`src/rtl/zdle_escape_decoder_core_macros.svh`:
```
// Assertion macros shared by the ZDLE decoder RTL.
`ifndef ZDLE_ESCAPE_DECODER_CORE_MACROS_SVH
`define ZDLE_ESCAPE_DECODER_CORE_MACROS_SVH

// Same-cycle implication, sampled on clk, off during rst.
`define ZDLE_ASSERT_NOW(label, pre, post) \
  label: assert property (@(posedge clk) disable iff (rst) (pre) |-> (post)) \
    else $error("zdle check failed");

// Next-cycle implication, sampled on clk, off during rst.
`define ZDLE_ASSERT_NEXT(label, pre, post) \
  label: assert property (@(posedge clk) disable iff (rst) (pre) |=> (post)) \
    else $error("zdle check failed");

`endif

```
`src/rtl/zdle_pkg.sv`:
```
// Types and byte codes for the ZDLE escape decoder.
package zdle_pkg;

  typedef enum logic [1:0] {
    KIND_DATA = 2'd0,
    KIND_TERM = 2'd1,
    KIND_BAD  = 2'd2
  } kind_t;

  localparam logic [7:0] ESC_BYTE   = 8'h18;
  localparam logic [7:0] TERM_LO    = 8'h68;
  localparam logic [7:0] TERM_HI    = 8'h6B;
  localparam logic [7:0] RUB0_BYTE  = 8'h6C;
  localparam logic [7:0] RUB1_BYTE  = 8'h6D;
  localparam logic [7:0] RUB0_VALUE = 8'h7F;
  localparam logic [7:0] RUB1_VALUE = 8'hFF;
  localparam logic [7:0] CLASS_MASK = 8'h60;
  localparam logic [7:0] FLIP_BIT   = 8'h40;

  // One decoded word, or none, for the byte being consumed.
  typedef struct packed {
    logic       has_result;
    kind_t      kind;
    logic [7:0] value;
  } dec_res_t;

endpackage

```
`src/rtl/zdle_in_stage.sv`:
```
// Input register for raw line bytes.
module zdle_in_stage (
  input  logic       clk,
  input  logic       rst,
  input  logic       s_axis_tvalid,
  output logic       s_axis_tready,
  input  logic [7:0] s_axis_tdata,   // in_byte
  input  logic       advance,
  output logic       byte_valid,
  output logic [7:0] byte_data
);
  import zdle_pkg::*;

  logic       valid;
  logic [7:0] data;

  // Take a new word when empty or when the held one leaves this cycle.
  assign s_axis_tready = !valid || advance;
  assign byte_valid    = valid;
  assign byte_data     = data;

  always_ff @(posedge clk) begin
    if (rst) begin
      valid <= 1'b0;
    end else if (s_axis_tready) begin
      valid <= s_axis_tvalid;
    end
  end

  always_ff @(posedge clk) begin
    if (s_axis_tvalid && s_axis_tready) begin
      data <= s_axis_tdata;
    end
  end

endmodule

```
`src/rtl/zdle_decode.sv`:
```
// Escape state flag and decode of the held byte.
module zdle_decode (
  input  logic              clk,
  input  logic              rst,
  input  logic              advance,
  input  logic [7:0]        byte_data,
  output logic              pending,
  output zdle_pkg::dec_res_t res
);
  import zdle_pkg::*;

  logic escape_pending;
  logic escape_pending_next;

  assign pending = escape_pending;

  always_comb begin
    res                 = '0;
    res.kind            = KIND_DATA;
    res.value           = byte_data;
    escape_pending_next = 1'b0;
    if (!escape_pending) begin
      if (byte_data == ESC_BYTE) begin
        escape_pending_next = 1'b1;
      end else begin
        res.has_result = 1'b1;
      end
    end else begin
      res.has_result = 1'b1;
      priority if (byte_data >= TERM_LO && byte_data <= TERM_HI) begin
        res.kind = KIND_TERM;
      end else if (byte_data == RUB0_BYTE) begin
        res.value = RUB0_VALUE;
      end else if (byte_data == RUB1_BYTE) begin
        res.value = RUB1_VALUE;
      end else if ((byte_data & CLASS_MASK) == FLIP_BIT) begin
        res.value = byte_data ^ FLIP_BIT;
      end else begin
        res.kind = KIND_BAD;
      end
    end
  end

  always_ff @(posedge clk) begin
    if (rst) begin
      escape_pending <= 1'b0;
    end else if (advance) begin
      escape_pending <= escape_pending_next;
    end
  end

endmodule

```
`src/rtl/zdle_out_stage.sv`:
```
// Result register on the master side.
module zdle_out_stage (
  input  logic               clk,
  input  logic               rst,
  input  logic               advance,
  input  zdle_pkg::dec_res_t res,
  output logic               can_take,
  output logic               m_axis_tvalid,
  input  logic               m_axis_tready,
  output logic [7:0]         m_axis_tdata,  // value
  output logic [1:0]         m_axis_tuser   // kind
);
  import zdle_pkg::*;

  logic       valid;
  logic [7:0] value;
  kind_t      kind;

  assign can_take      = !valid || m_axis_tready;
  assign m_axis_tvalid = valid;
  assign m_axis_tdata  = value;
  assign m_axis_tuser  = kind;

  always_ff @(posedge clk) begin
    if (rst) begin
      valid <= 1'b0;
    end else if (advance && res.has_result) begin
      valid <= 1'b1;
    end else if (m_axis_tready) begin
      valid <= 1'b0;
    end
  end

  always_ff @(posedge clk) begin
    if (advance && res.has_result) begin
      value <= res.value;
      kind  <= res.kind;
    end
  end

endmodule

```
`src/rtl/zdle_escape_decoder_core.sv`:
```
// ZDLE escape decoder top level.
// Takes one raw line byte per word and removes ZDLE escaping: plain bytes come out as data,
// an escape byte 0x18 gives no word but arms the decoder, and the byte after it comes out as
// a restored data byte, a subpacket terminator or a bad-escape error (tuser 0/1/2). The
// block takes a byte every cycle while the master side keeps up. A byte is held in the input
// register and decoded from there, and its result is registered in the result register that
// drives the master side. The only loop is the one-bit escape flag, updated in the same
// cycle the byte is decoded. A stalled master side holds the result register and then the
// input register, and the slave side stops taking bytes.
module zdle_escape_decoder_core (
  input  logic       clk,
  input  logic       rst,
  input  logic       s_axis_tvalid,
  output logic       s_axis_tready,
  input  logic [7:0] s_axis_tdata,   // [7:0] in_byte
  output logic       m_axis_tvalid,
  input  logic       m_axis_tready,
  output logic [7:0] m_axis_tdata,   // [7:0] value
  output logic [1:0] m_axis_tuser    // [1:0] kind
);
  import zdle_pkg::*;

  `include "zdle_escape_decoder_core_macros.svh"

  logic       byte_valid;
  logic [7:0] byte_data;
  logic       can_take;
  logic       advance;
  logic       pending;
  dec_res_t   res;

  assign advance = byte_valid && can_take;

  zdle_in_stage u_in (
    .clk          (clk),
    .rst          (rst),
    .s_axis_tvalid(s_axis_tvalid),
    .s_axis_tready(s_axis_tready),
    .s_axis_tdata (s_axis_tdata),
    .advance      (advance),
    .byte_valid   (byte_valid),
    .byte_data    (byte_data)
  );

  zdle_decode u_dec (
    .clk      (clk),
    .rst      (rst),
    .advance  (advance),
    .byte_data(byte_data),
    .pending  (pending),
    .res      (res)
  );

  zdle_out_stage u_out (
    .clk          (clk),
    .rst          (rst),
    .advance      (advance),
    .res          (res),
    .can_take     (can_take),
    .m_axis_tvalid(m_axis_tvalid),
    .m_axis_tready(m_axis_tready),
    .m_axis_tdata (m_axis_tdata),
    .m_axis_tuser (m_axis_tuser)
  );

  `ZDLE_ASSERT_NEXT(a_esc_arms, advance && !pending && byte_data == ESC_BYTE, pending)
  `ZDLE_ASSERT_NEXT(a_partner_clears, advance && pending, !pending)
  `ZDLE_ASSERT_NOW(a_term_range, m_axis_tvalid && m_axis_tuser == KIND_TERM,
    m_axis_tdata >= TERM_LO && m_axis_tdata <= TERM_HI)
  `ZDLE_ASSERT_NOW(a_bare_esc_silent, advance && !pending && byte_data == ESC_BYTE,
    !res.has_result)

endmodule

```
`config.mk`:
```
export PLATFORM = sky130hd
export DESIGN_NAME = zdle_escape_decoder_core
export DESIGN_NICKNAME = d
export VERILOG_FILES = /design/src/rtl/zdle_pkg.sv /design/src/rtl/zdle_in_stage.sv /design/src/rtl/zdle_decode.sv /design/src/rtl/zdle_out_stage.sv /design/src/rtl/zdle_escape_decoder_core.sv
export VERILOG_INCLUDE_DIRS = /design/src /design/src/rtl
export SDC_FILE = /design/constraint.sdc
export NUM_CORES = 1
export LEC_CHECK = 0
export ABC_AREA = 1
export BUFFER_PORTS_ARGS = -buffer_cell sky130_fd_sc_hd__buf_2
export CAP_MARGIN = 15
export CORE_MARGIN = 4
export CORE_UTILIZATION = 43
export CTS_CLUSTER_SIZE = 25
export DETAILED_ROUTE_END_ITERATION = 7
export PLACE_DENSITY = 0.8
export SLEW_MARGIN = 0
export SYNTH_ARGS = -nofsm -noshare
export SYNTH_HDL_FRONTEND = slang
export SYNTH_SLANG_ARGS = --single-unit
```
`constraint.sdc`:
```
create_clock -name clk -period 3.3 [get_ports clk]
set_input_delay 0 -clock clk [delete_from_list [all_inputs] [get_ports clk]]
set_output_delay 0 -clock clk [all_outputs]
set_load 0.01 [all_outputs]
```
; ---- Word level (Yosys, flattened, before mapping)
; Cells that the tools add are included.
[totals]
register_bits = 21
latch_bits = 0
ram_bits = 0
mem_bits_ro = 0
input_bits = 12
out_inout_bits = 12
elab_cells = 40
n_memories = 0
[op_classes]
addsub = 0
mul = 0
div = 0
n_lt_le_gt_ge = 2
n_eq_ne = 4
shifts = 0
muxes = 15
bitwise_logic = 2
n_reduce_logical = 10
[ops]
columns = cell, n
row1 = 8-bit two-way mux, 4
row2 = 8-bit by 7-bit == test with 1-bit output (second input constant), 2
row3 = 1-bit two-way mux, 9
row4 = 8-bit by 5-bit == test with 1-bit output (second input constant), 1
row5 = 8-bit by 7-bit greater-or-equal comparator with 1-bit output (second input constant), 1
row6 = 8-bit by 7-bit less-or-equal comparator with 1-bit output (second input constant), 1
row7 = 7-bit two-way mux, 1
row8 = 1-bit logical AND, 4
row9 = 4-bit OR reduction, 1
row10 = 2-bit == test (second input constant), 1
row11 = 1-bit zero test, 2
row12 = 1-bit logical OR, 2
row13 = 2-bit two-way mux, 1
row14 = 1-bit inverter, 2
row15 = 2-bit nonzero test, 1

; ---- Logic depth before layout (Yosys ltp)
; Gate-level depths: netlist of the first run.
[depth]
depth_word = 6
depth_mapped = 7
depth_no_buf = 7

; ---- By module
; From an unflattened synthesis of the first run, not the netlist that was laid out.
[unflattened]
hier_cells = 79
hier_area_um2 = 863.3
[modules_own_cells]
columns = mod, instances, cells_each, area_each_um2, seq_area_each_um2
row1 = zdle_out_stage, 1, 16, 346.6, 320.3
row2 = zdle_in_stage, 1, 14, 287.8, 260.2
row3 = zdle_decode, 1, 47, 221.5, 20.0
row4 = zdle_escape_decoder_core, 1, 2, 7.5, 0.0

; ---- Worst setup path before layout of the first run
; Ideal clock, no wire load.
[synth_timing]
kind = register to register
start = reg u_out.valid (netlist: u_out.m_axis_tvalid)
end = reg u_in.data[0] (netlist: u_in.byte_data[0]), enable pin
setup_time_ns = 0.324
t_arrival_ns = 0.788
required_ns = 2.976
slack_ns = 2.188
stages_incl_launch_ff = 4
path_buffers = 0
period_less_slack_ns = 1.112
cell_sequence = dfxtp_1 nand3_1 nand2_1 inv_1
[synth_via]
elab_chain_len = 5
[synth_lines]
columns = item, line
row1 = start: declaration, zdle_out_stage.sv:15  ; logic valid;
row2 = start signal: assignment, zdle_out_stage.sv:26  ; valid <= 1'b0;
row3 = start signal: assignment, zdle_out_stage.sv:28  ; valid <= 1'b1;
row4 = start signal: assignment, zdle_out_stage.sv:30  ; valid <= 1'b0;
row5 = 1-bit zero test, zdle_out_stage.sv:19  ; assign can_take = !valid || m_axis_tready;
row6 = 1-bit logical OR, zdle_out_stage.sv:19
row7 = 1-bit logical AND, zdle_escape_decoder_core.sv:32  ; assign advance = byte_valid && can_take;
row8 = 1-bit logical OR, zdle_in_stage.sv:18  ; assign s_axis_tready = !valid || advance;
row9 = via s_axis_tready, zdle_escape_decoder_core.sv:14  ; output logic s_axis_tready,
row10 = 1-bit logical AND, zdle_in_stage.sv:31  ; if (s_axis_tvalid && s_axis_tready) begin
row11 = end signal: assignment, zdle_in_stage.sv:32  ; data <= s_axis_tdata;
row12 = end: declaration, zdle_in_stage.sv:15  ; logic [7:0] data;
; The timed path passes the listed nets, and every way through them passes these cells.
; A chain may end at the register's enable or synchronous reset.

; ---- Worst setup path after layout of the first run
[layout_timing]
start = reg u_in.data[2] (netlist: u_in.byte_data[2])
end = reg u_out.valid (netlist: u_out.m_axis_tvalid)
[layout_via]
elab_chain_len = 5
elab_cells_between_ends = 6
cone_classes = 1 x eq/ne / 3 x mux / 2 x reduce/logical
[layout_lines]
columns = item, line
row1 = 8-bit by 5-bit == test with 1-bit output *, zdle_decode.sv:23  ; if (byte_data == ESC_BYTE) begin
row2 = 1-bit two-way mux *, zdle_decode.sv:23
row3 = 1-bit two-way mux *, zdle_decode.sv:22  ; if (!escape_pending) begin
row4 = 1-bit logical AND *, zdle_out_stage.sv:27  ; end else if (advance && res.has_result) begin
row5 = 1-bit two-way mux / 2-bit nonzero test (equally long branches), -
; Mark *: on every way between the ends. The rest lies on a longest branch, timed or not.

==> flow_metrics.py, run 1 <==
metrics = {
    "clock_network": {
        "cts_tree": "done",
        "cts_sinks": 21,
        "clk_pin_slew_ns": 0.12,
        "insertion_delay_ns": 0.31,
        "clockBufferDepth": 2,
        "root_buffer": "clkbuf_4",
        "h-tree-depth": 1,
        "cts_buffers": 3,
    },
    "sta": {
        "holdWs_ns": 0.0236,
        "worst-slew-pin-transition_ns": 0.273,
        "period_needed_ns": 1.55,
        "tns_ns": 0,
        "final.setup_skew_ns": 0.00419,
        "maxSlewViolCount": 0,
        "rsz0062_at_grt": "no",
        "clock.fmax_mhz": 645,
        "timing.final.crit_share_pct": 47.0,
        "finalSetupViolCount": 0,
        "hold_viol": 0,
        "slew_headroom_pct": 81.8,
    },
    "power_and_ir_drop": {
        "leakage_uw": 0.000480,
        "peakVddDrop_mv": 0.257,
        "power_density_nw_per_um2": 440,
    },
    "routing": {
        "dr.pass1.iters": 4,
        "drt-total-wl_um": 1340,
        "first_iter_violations": 5,
        "vias_per_cell": 4.42,
        "vias": 575,
        "detail-route-antenna-nets": 0,
        "drc": 0,
        "wire_per_inst_um": 10.3,
    },
    "logic_synthesis": {
        "synth_nets": 82,
        "syn-cell-area_sq_um": 820,
        "syn_inst": 70,
        "synth_top_area_share_pct": 66.0,
        "synthDistinctLibCells": 17,
        "async_reset_ff_share_pct": 0,
        "yosysWarnings": 0,
        "synth_most_common_cell": "edfxtp_1",
        "ys_seq_elements": 21,
        "yosys_most_used_dff": "edfxtp_1",
        "yosys-top-cells-count": "edfxtp_1, nand2_1, inv_1",
        "synth_area_leaders": "edfxtp_1, dfxtp_1, nand2_1, inv_1, nor2_1",
        "yosysSeqAreaShare_pct": 73.3,
        "synth_edf_count": 18,
        "synth_area_leader_cell": "edfxtp_1",
        "syn_avg_cell_area_sq_um": 11.7,
    },
    "hold_path": {
        "min_path_type": "input pin to flip-flop",
    },
    "worst_setup_path": {
        "cp-start-kind": "flip-flop",
        "crit_fanout": 3,
        "crit_family": "buffers and inverters",
        "cp.arrival_ns": 1.75,
        "crit_path_frequent_cell": "nand2_1",
        "critPathSlowestCell": "dlygate4sd3_1",
        "worst-path-buf-inv": 2,
        "slowest_delay_ns": 0.54,
        "path_cells": "inv_1, nand2_1, nor2_1, nand3_1, nand2_1, a21oi_1, dlygate4sd3_1",
        "cp.required_ns": 3.50,
        "path_class": "flip-flop to flip-flop",
        "worstSetupEndpointType": "flip-flop",
    },
    "final_layout": {
        "nFillCells": 156,
        "nNetsFinal": 118,
        "stdcell_count": 130,
        "drive_above_1_share_pct": 32.4,
        "diodes": 0,
        "area_delta_synth_final_pct": 33.3,
    },
    "grt": {
        "grt_pass1_vias": 557,
        "groute.usage.overall_pct": 12.5,
        "grt_max_degree": 13,
        "grt_pass1_wl_um": 2350,
        "antenna_found_initial": 0,
        "grt_overflow_total": 0,
    },
    "placement": {
        "place.gp.congestion": 0.807,
        "dp_hpwl_um": 911,
        "place_inst": 115,
        "port_buffers": 23,
    },
    "floorplanning": {
        "start_util_pct": 46.5,
        "fp-row-count": 15,
        "die_height_um": 51.7,
        "coreArea_sq_um": 1760,
        "num_io_pins": 24,
        "dieArea_sq_um": 2670,
        "die_x_um": 51.7,
    },
    "job": {
        "drv_cap": 0,
    },
    "outcome": {
        "outcome": "completed",
    },
}
[power breakdown]
part / switching (uW) / total (uW) / internal (uW)
clock network: 77.7 / 123 / 45.3
registers: 7.30 / 311 / 304
logic: 23.3 / 46.6 / 23.3
total: 108 / 481 / 372
[placed cells by master (no fill, tap or decap), types with 2 or more instances in the layout]
master,n
nand3_1,2
nor2_1,5
edfxtp_1,18
clkbuf_4,3
o21ai_1,2
dfxtp_1,3
nand2_1,14
dlygate4sd3_1,11
inv_2,3
inv_1,9
buf_2,23
a21oi_1,2
nand2_2,2
nor3_1,2
[registers in the layout (all words and copies together), names as in the netlist]
signal / count
u_dec.pending: 1
u_in.byte_data: 8
u_in.byte_valid: 1
u_out.m_axis_tdata: 8
u_out.m_axis_tuser: 2
u_out.m_axis_tvalid: 1
[cells by family after synthesis]
family	share of synthesized area (%)
AND/OR/NAND/NOR	15.6
flip-flops	73.3
buffers and inverters	6.87
AO/OA/AOI/OAI	4.28
[metal layers]
metal  vias up  routed length, um  GRT usage (%)
met2        19                687           21.0
li1        296                  -              -
met4         0                 49           10.0
met1       254                512           12.6
met5         -                  0              0
met3         6                 86           3.72
[timing repair]
action,CTS,global route
hold buffers,11,0
buffers inserted,0,0
resized for setup,0,0
endpoints found under the hold margin,11,0
endpoints found under the setup margin,0,0
[area by class of cell]
| cell class | instances | area [sq um] | share of cell area, % |
|---|---|---|---|
| Multi-Input combinational cell | 34 | 163 | 14.9 |
| Clock inverter | 1 | 5.00 | 0.458 |
| Tap cell | 25 | 31.3 | 2.86 |
| Sequential cell | 21 | 601 | 55.0 |
| Timing Repair Buffer | 34 | 225 | 20.6 |
| Inverter | 12 | 45.0 | 4.12 |
| Clock buffer | 3 | 22.5 | 2.06 |
[metrics by stage]
step / power (uW) / area [sq um] / util, % / setup WS (ns)
detailed placement: 354 / 955 / 54.1 / 2.08
finish: 481 / 1090 / 61.9 / 1.75
global route: 502 / 1090 / 61.9 / 1.59
global placement: 352 / 955 / 54.1 / 2.13
CTS: 482 / 1090 / 61.9 / 1.75
floorplan: 338 / 820 / - / 2.19
[worst register-to-register path: stages, from the launching register on]
cell and delay [ns]:
edfxtp_1 0.43, inv_1 0.07, nand2_1 0.06, nor2_1 0.09, nand3_1 0.08, nand2_1 0.10, a21oi_1 0.07, dlygate4sd3_1 0.54
[worst paths after layout]
path / start / to / slack, ns / cells past startpoint
max: u_in.byte_data[2] / u_out.m_axis_tvalid / 1.75 / 7
min: m_axis_tready / u_in.byte_valid / 0.02 / 4
max reg2reg: u_in.byte_data[2] / u_out.m_axis_tvalid / 1.75 / 7
min reg2reg: u_in.byte_data[3] / u_out.m_axis_tdata[3] / 0.50 / 0
Power figures use the tool's default switching activity.
==> inputs of run 2 (changes only) <==
--- a/config.mk
+++ b/config.mk
@@ -6,14 +6,14 @@
 export SDC_FILE = /design/constraint.sdc
 export NUM_CORES = 1
 export LEC_CHECK = 0
-export ABC_AREA = 1
+export ABC_AREA = 0
 export BUFFER_PORTS_ARGS = -buffer_cell sky130_fd_sc_hd__buf_2
 export CAP_MARGIN = 15
 export CORE_MARGIN = 4
 export CORE_UTILIZATION = 43
 export CTS_CLUSTER_SIZE = 25
 export DETAILED_ROUTE_END_ITERATION = 7
-export PLACE_DENSITY = 0.8
+export PLACE_DENSITY = 0.83
 export SLEW_MARGIN = 0
 export SYNTH_ARGS = -nofsm -noshare
 export SYNTH_HDL_FRONTEND = slang
==> constraint.sdc (replaced) <==
create_clock -name clk -period 1.38 [get_ports clk]
set_input_delay 0 -clock clk [delete_from_list [all_inputs] [get_ports clk]]
set_output_delay 0 -clock clk [all_outputs]
set_load 0.01 [all_outputs]
==> run 2 against run 1 <==
Total power up 150%. Hold slack better by 0.056 ns. Worst setup slack got worse by 1.9 ns. Maximum frequency increased by 2.7%. The flow now finishes with violations (negative setup slack).
==> flow_metrics.py, run 2 <==
metrics = {
    "outcome": {
        "outcome": "complete, but fails checks",
        "violations": "negative setup slack",
    },
    "sta": {
        "final.setup_skew_ns": 0.00304,
        "timing.final.crit_share_pct": 109,
        "hold_viol": 0,
        "holdWs_ns": 0.0794,
        "finalSetupViolCount": 12,
        "slew_headroom_pct": 75.0,
        "maxSlewViolCount": 0,
        "rsz0062_at_grt": "yes",
        "fin_ws_ns": -0.129,
        "clock.fmax_mhz": 663,
        "tns_ns": -1.19,
        "worst-slew-pin-transition_ns": 0.371,
        "period_needed_ns": 1.51,
    },
    "clock_network": {
        "cts_tree": "done",
        "clk_pin_slew_ns": 0.12,
        "root_buffer": "clkbuf_4",
        "h-tree-depth": 1,
        "cts_buffers": 3,
        "clockBufferDepth": 2,
        "insertion_delay_ns": 0.31,
        "cts_sinks": 21,
    },
    "final_layout": {
        "regArea_sq_um": 602,
        "nFillCells": 155,
        "layout_commonest_cell": "buf_2",
        "nNetsFinal": 111,
        "drive_above_1_share_pct": 48.0,
        "area_delta_synth_final_pct": 45.7,
        "multiInputGateArea_sq_um": 245,
        "diodes": 0,
        "final_cell_mix": "buf_2, edfxtp_1, dlygate4sd3_1",
    },
    "routing": {
        "detail-route-antenna-nets": 0,
        "first_iter_violations": 16,
        "vias": 612,
        "drc": 0,
        "drt-total-wl_um": 1840,
        "wire_per_inst_um": 14.9,
        "dr.pass1.iters": 5,
        "vias_per_cell": 4.98,
    },
    "logic_synthesis": {
        "syn-cell-area_sq_um": 816,
        "syn_avg_cell_area_sq_um": 14.6,
        "syn_inst": 56,
        "yosysWarnings": 0,
        "async_reset_ff_share_pct": 0,
        "yosys-top-cells-count": "edfxtp_1, nand2_1, clkbuf_1, dfxtp_1, nor2_1",
        "ys_seq_elements": 21,
        "yosysSeqAreaShare_pct": 73.6,
        "synthDistinctLibCells": 26,
        "synth_top_area_share_pct": 66.3,
        "synth_nets": 68,
        "synth_most_common_cell": "edfxtp_1",
        "synth_area_leader_cell": "edfxtp_1",
        "synth_edf_count": 18,
        "yosys_most_used_dff": "edfxtp_1",
        "synth_area_leaders": "edfxtp_1, dfxtp_1, nand2_1, nor4_1, o31ai_2",
    },
    "power_and_ir_drop": {
        "p_clk_share_pct": 25.6,
        "leakage_uw": 0.000464,
        "seq_power_share_pct": 62.7,
        "switching_power_uw": 276,
        "switching_share_pct": 23.4,
        "peakVddDrop_mv": 0.748,
        "combinationalPowerShare_pct": 11.7,
        "power_density_nw_per_um2": 992,
        "p_int_uw": 904,
    },
    "floorplanning": {
        "dieArea_sq_um": 2660,
        "coreArea_sq_um": 1760,
        "fp-row-count": 15,
        "start_util_pct": 46.2,
        "die_height_um": 51.6,
        "die_x_um": 51.6,
        "num_io_pins": 24,
    },
    "worst_setup_path": {
        "path_class": "flip-flop to flip-flop",
        "worstSetupEndpointType": "flip-flop",
        "cp.required_ns": 1.59,
        "slowest_delay_ns": 0.56,
        "cp-start-kind": "flip-flop",
        "crit_fanout": 3,
        "path_cells": "or4_4, buf_4, o31ai_4, a21oi_2",
        "cp.arrival_ns": 1.72,
        "crit_family": "simple AND/OR/NAND/NOR gates",
        "worst-path-buf-inv": 1,
        "critPathSlowestCell": "or4_4",
    },
    "job": {
        "drv_cap": 0,
    },
    "grt": {
        "grt_pass1_vias": 691,
        "grt_pass1_wl_um": 3060,
        "grt_overflow_total": 0,
        "antenna_found_initial": 0,
        "groute.usage.overall_pct": 16.0,
        "grt_max_degree": 13,
    },
    "hold_path": {
        "min_path_type": "input pin to flip-flop",
    },
    "placement": {
        "dp_hpwl_um": 1160,
        "port_buffers": 23,
        "place.gp.congestion": 0.786,
    },
}
run 2: cells by family after synthesis:
group,after synthesis,synth area share [%]
AND/OR/NAND/NOR,21,15.3
flip-flops,21,73.6
AO/OA/AOI/OAI,9,8.74
buffers and inverters,5,2.30
run 2: worst register-to-register path, delay by kind of cell (launching register included):
kind / cells / cell delay, ns
flops: 1 / 0.42
compound gates: 2 / 0.26
simple gates: 1 / 0.56
buf+inv: 1 / 0.17
run 2: through the flow:
step                      power, uW  area (sq um)  utilization [%]  instances  worst slack (ns)
after detailed placement        855          1020             57.7        107            -0.121
after global placement          848          1020             57.7        107           -0.0802
after floorplan                 803           837                -         56           -0.0474
after global routing           1230          1190             67.4        123            -0.190
final                          1180          1190             67.4        123            -0.129
after CTS                      1170          1150             65.3        122            -0.108
run 2: layout make-up:
cell class	count	share of cell area [%]
inverters	2	0.632
multi-input cells	30	20.6
repair buffers	41	23.2
clock buffers	3	1.89
clock inverters	1	0.421
flip-flops and latches	21	50.6
well taps	25	2.63
run 2: per-layer routing:
| layer | routed length, um | part of all wire, % | GRT usage (%) | vias up |
|---|---|---|---|---|
| met5 | 0 | 0 | 0 | - |
| met4 | 27 | 1.5 | 5.24 | 0 |
| met3 | 83 | 4.5 | 3.15 | 2 |
| met2 | 1080 | 59 | 32.8 | 21 |
| met1 | 649 | 35 | 15.3 | 293 |
| li1 | - | - | - | 296 |
run 2: timing repair:
item,CTS,global route
endpoints found under the hold margin,10,0
hold buffers,10,0
pin swaps,2,2
setup buffers,1,1
resized for setup,0,6
setup endpoints to repair,11,16
run 2: power by group through the flow:
stage	clock network (uW)	logic (uW)	registers [uW]
after floorplan	0	41.6	761
after global placement	0	97.6	751
after detailed placement	0	102	753
after CTS	303	127	739
after global routing	334	149	744
final	302	138	740
run 2: final timing paths:
check	start	depth (start not counted)	slack, ns	end
worst max register to register	u_in.byte_data[6]	4	-0.13	u_out.m_axis_tvalid
worst min-delay path	m_axis_tready	3	0.08	u_out.m_axis_tvalid
worst min register to register	u_in.byte_data[3]	0	0.50	u_out.m_axis_tdata[3]
worst max-delay path	u_in.byte_data[6]	4	-0.13	u_out.m_axis_tvalid
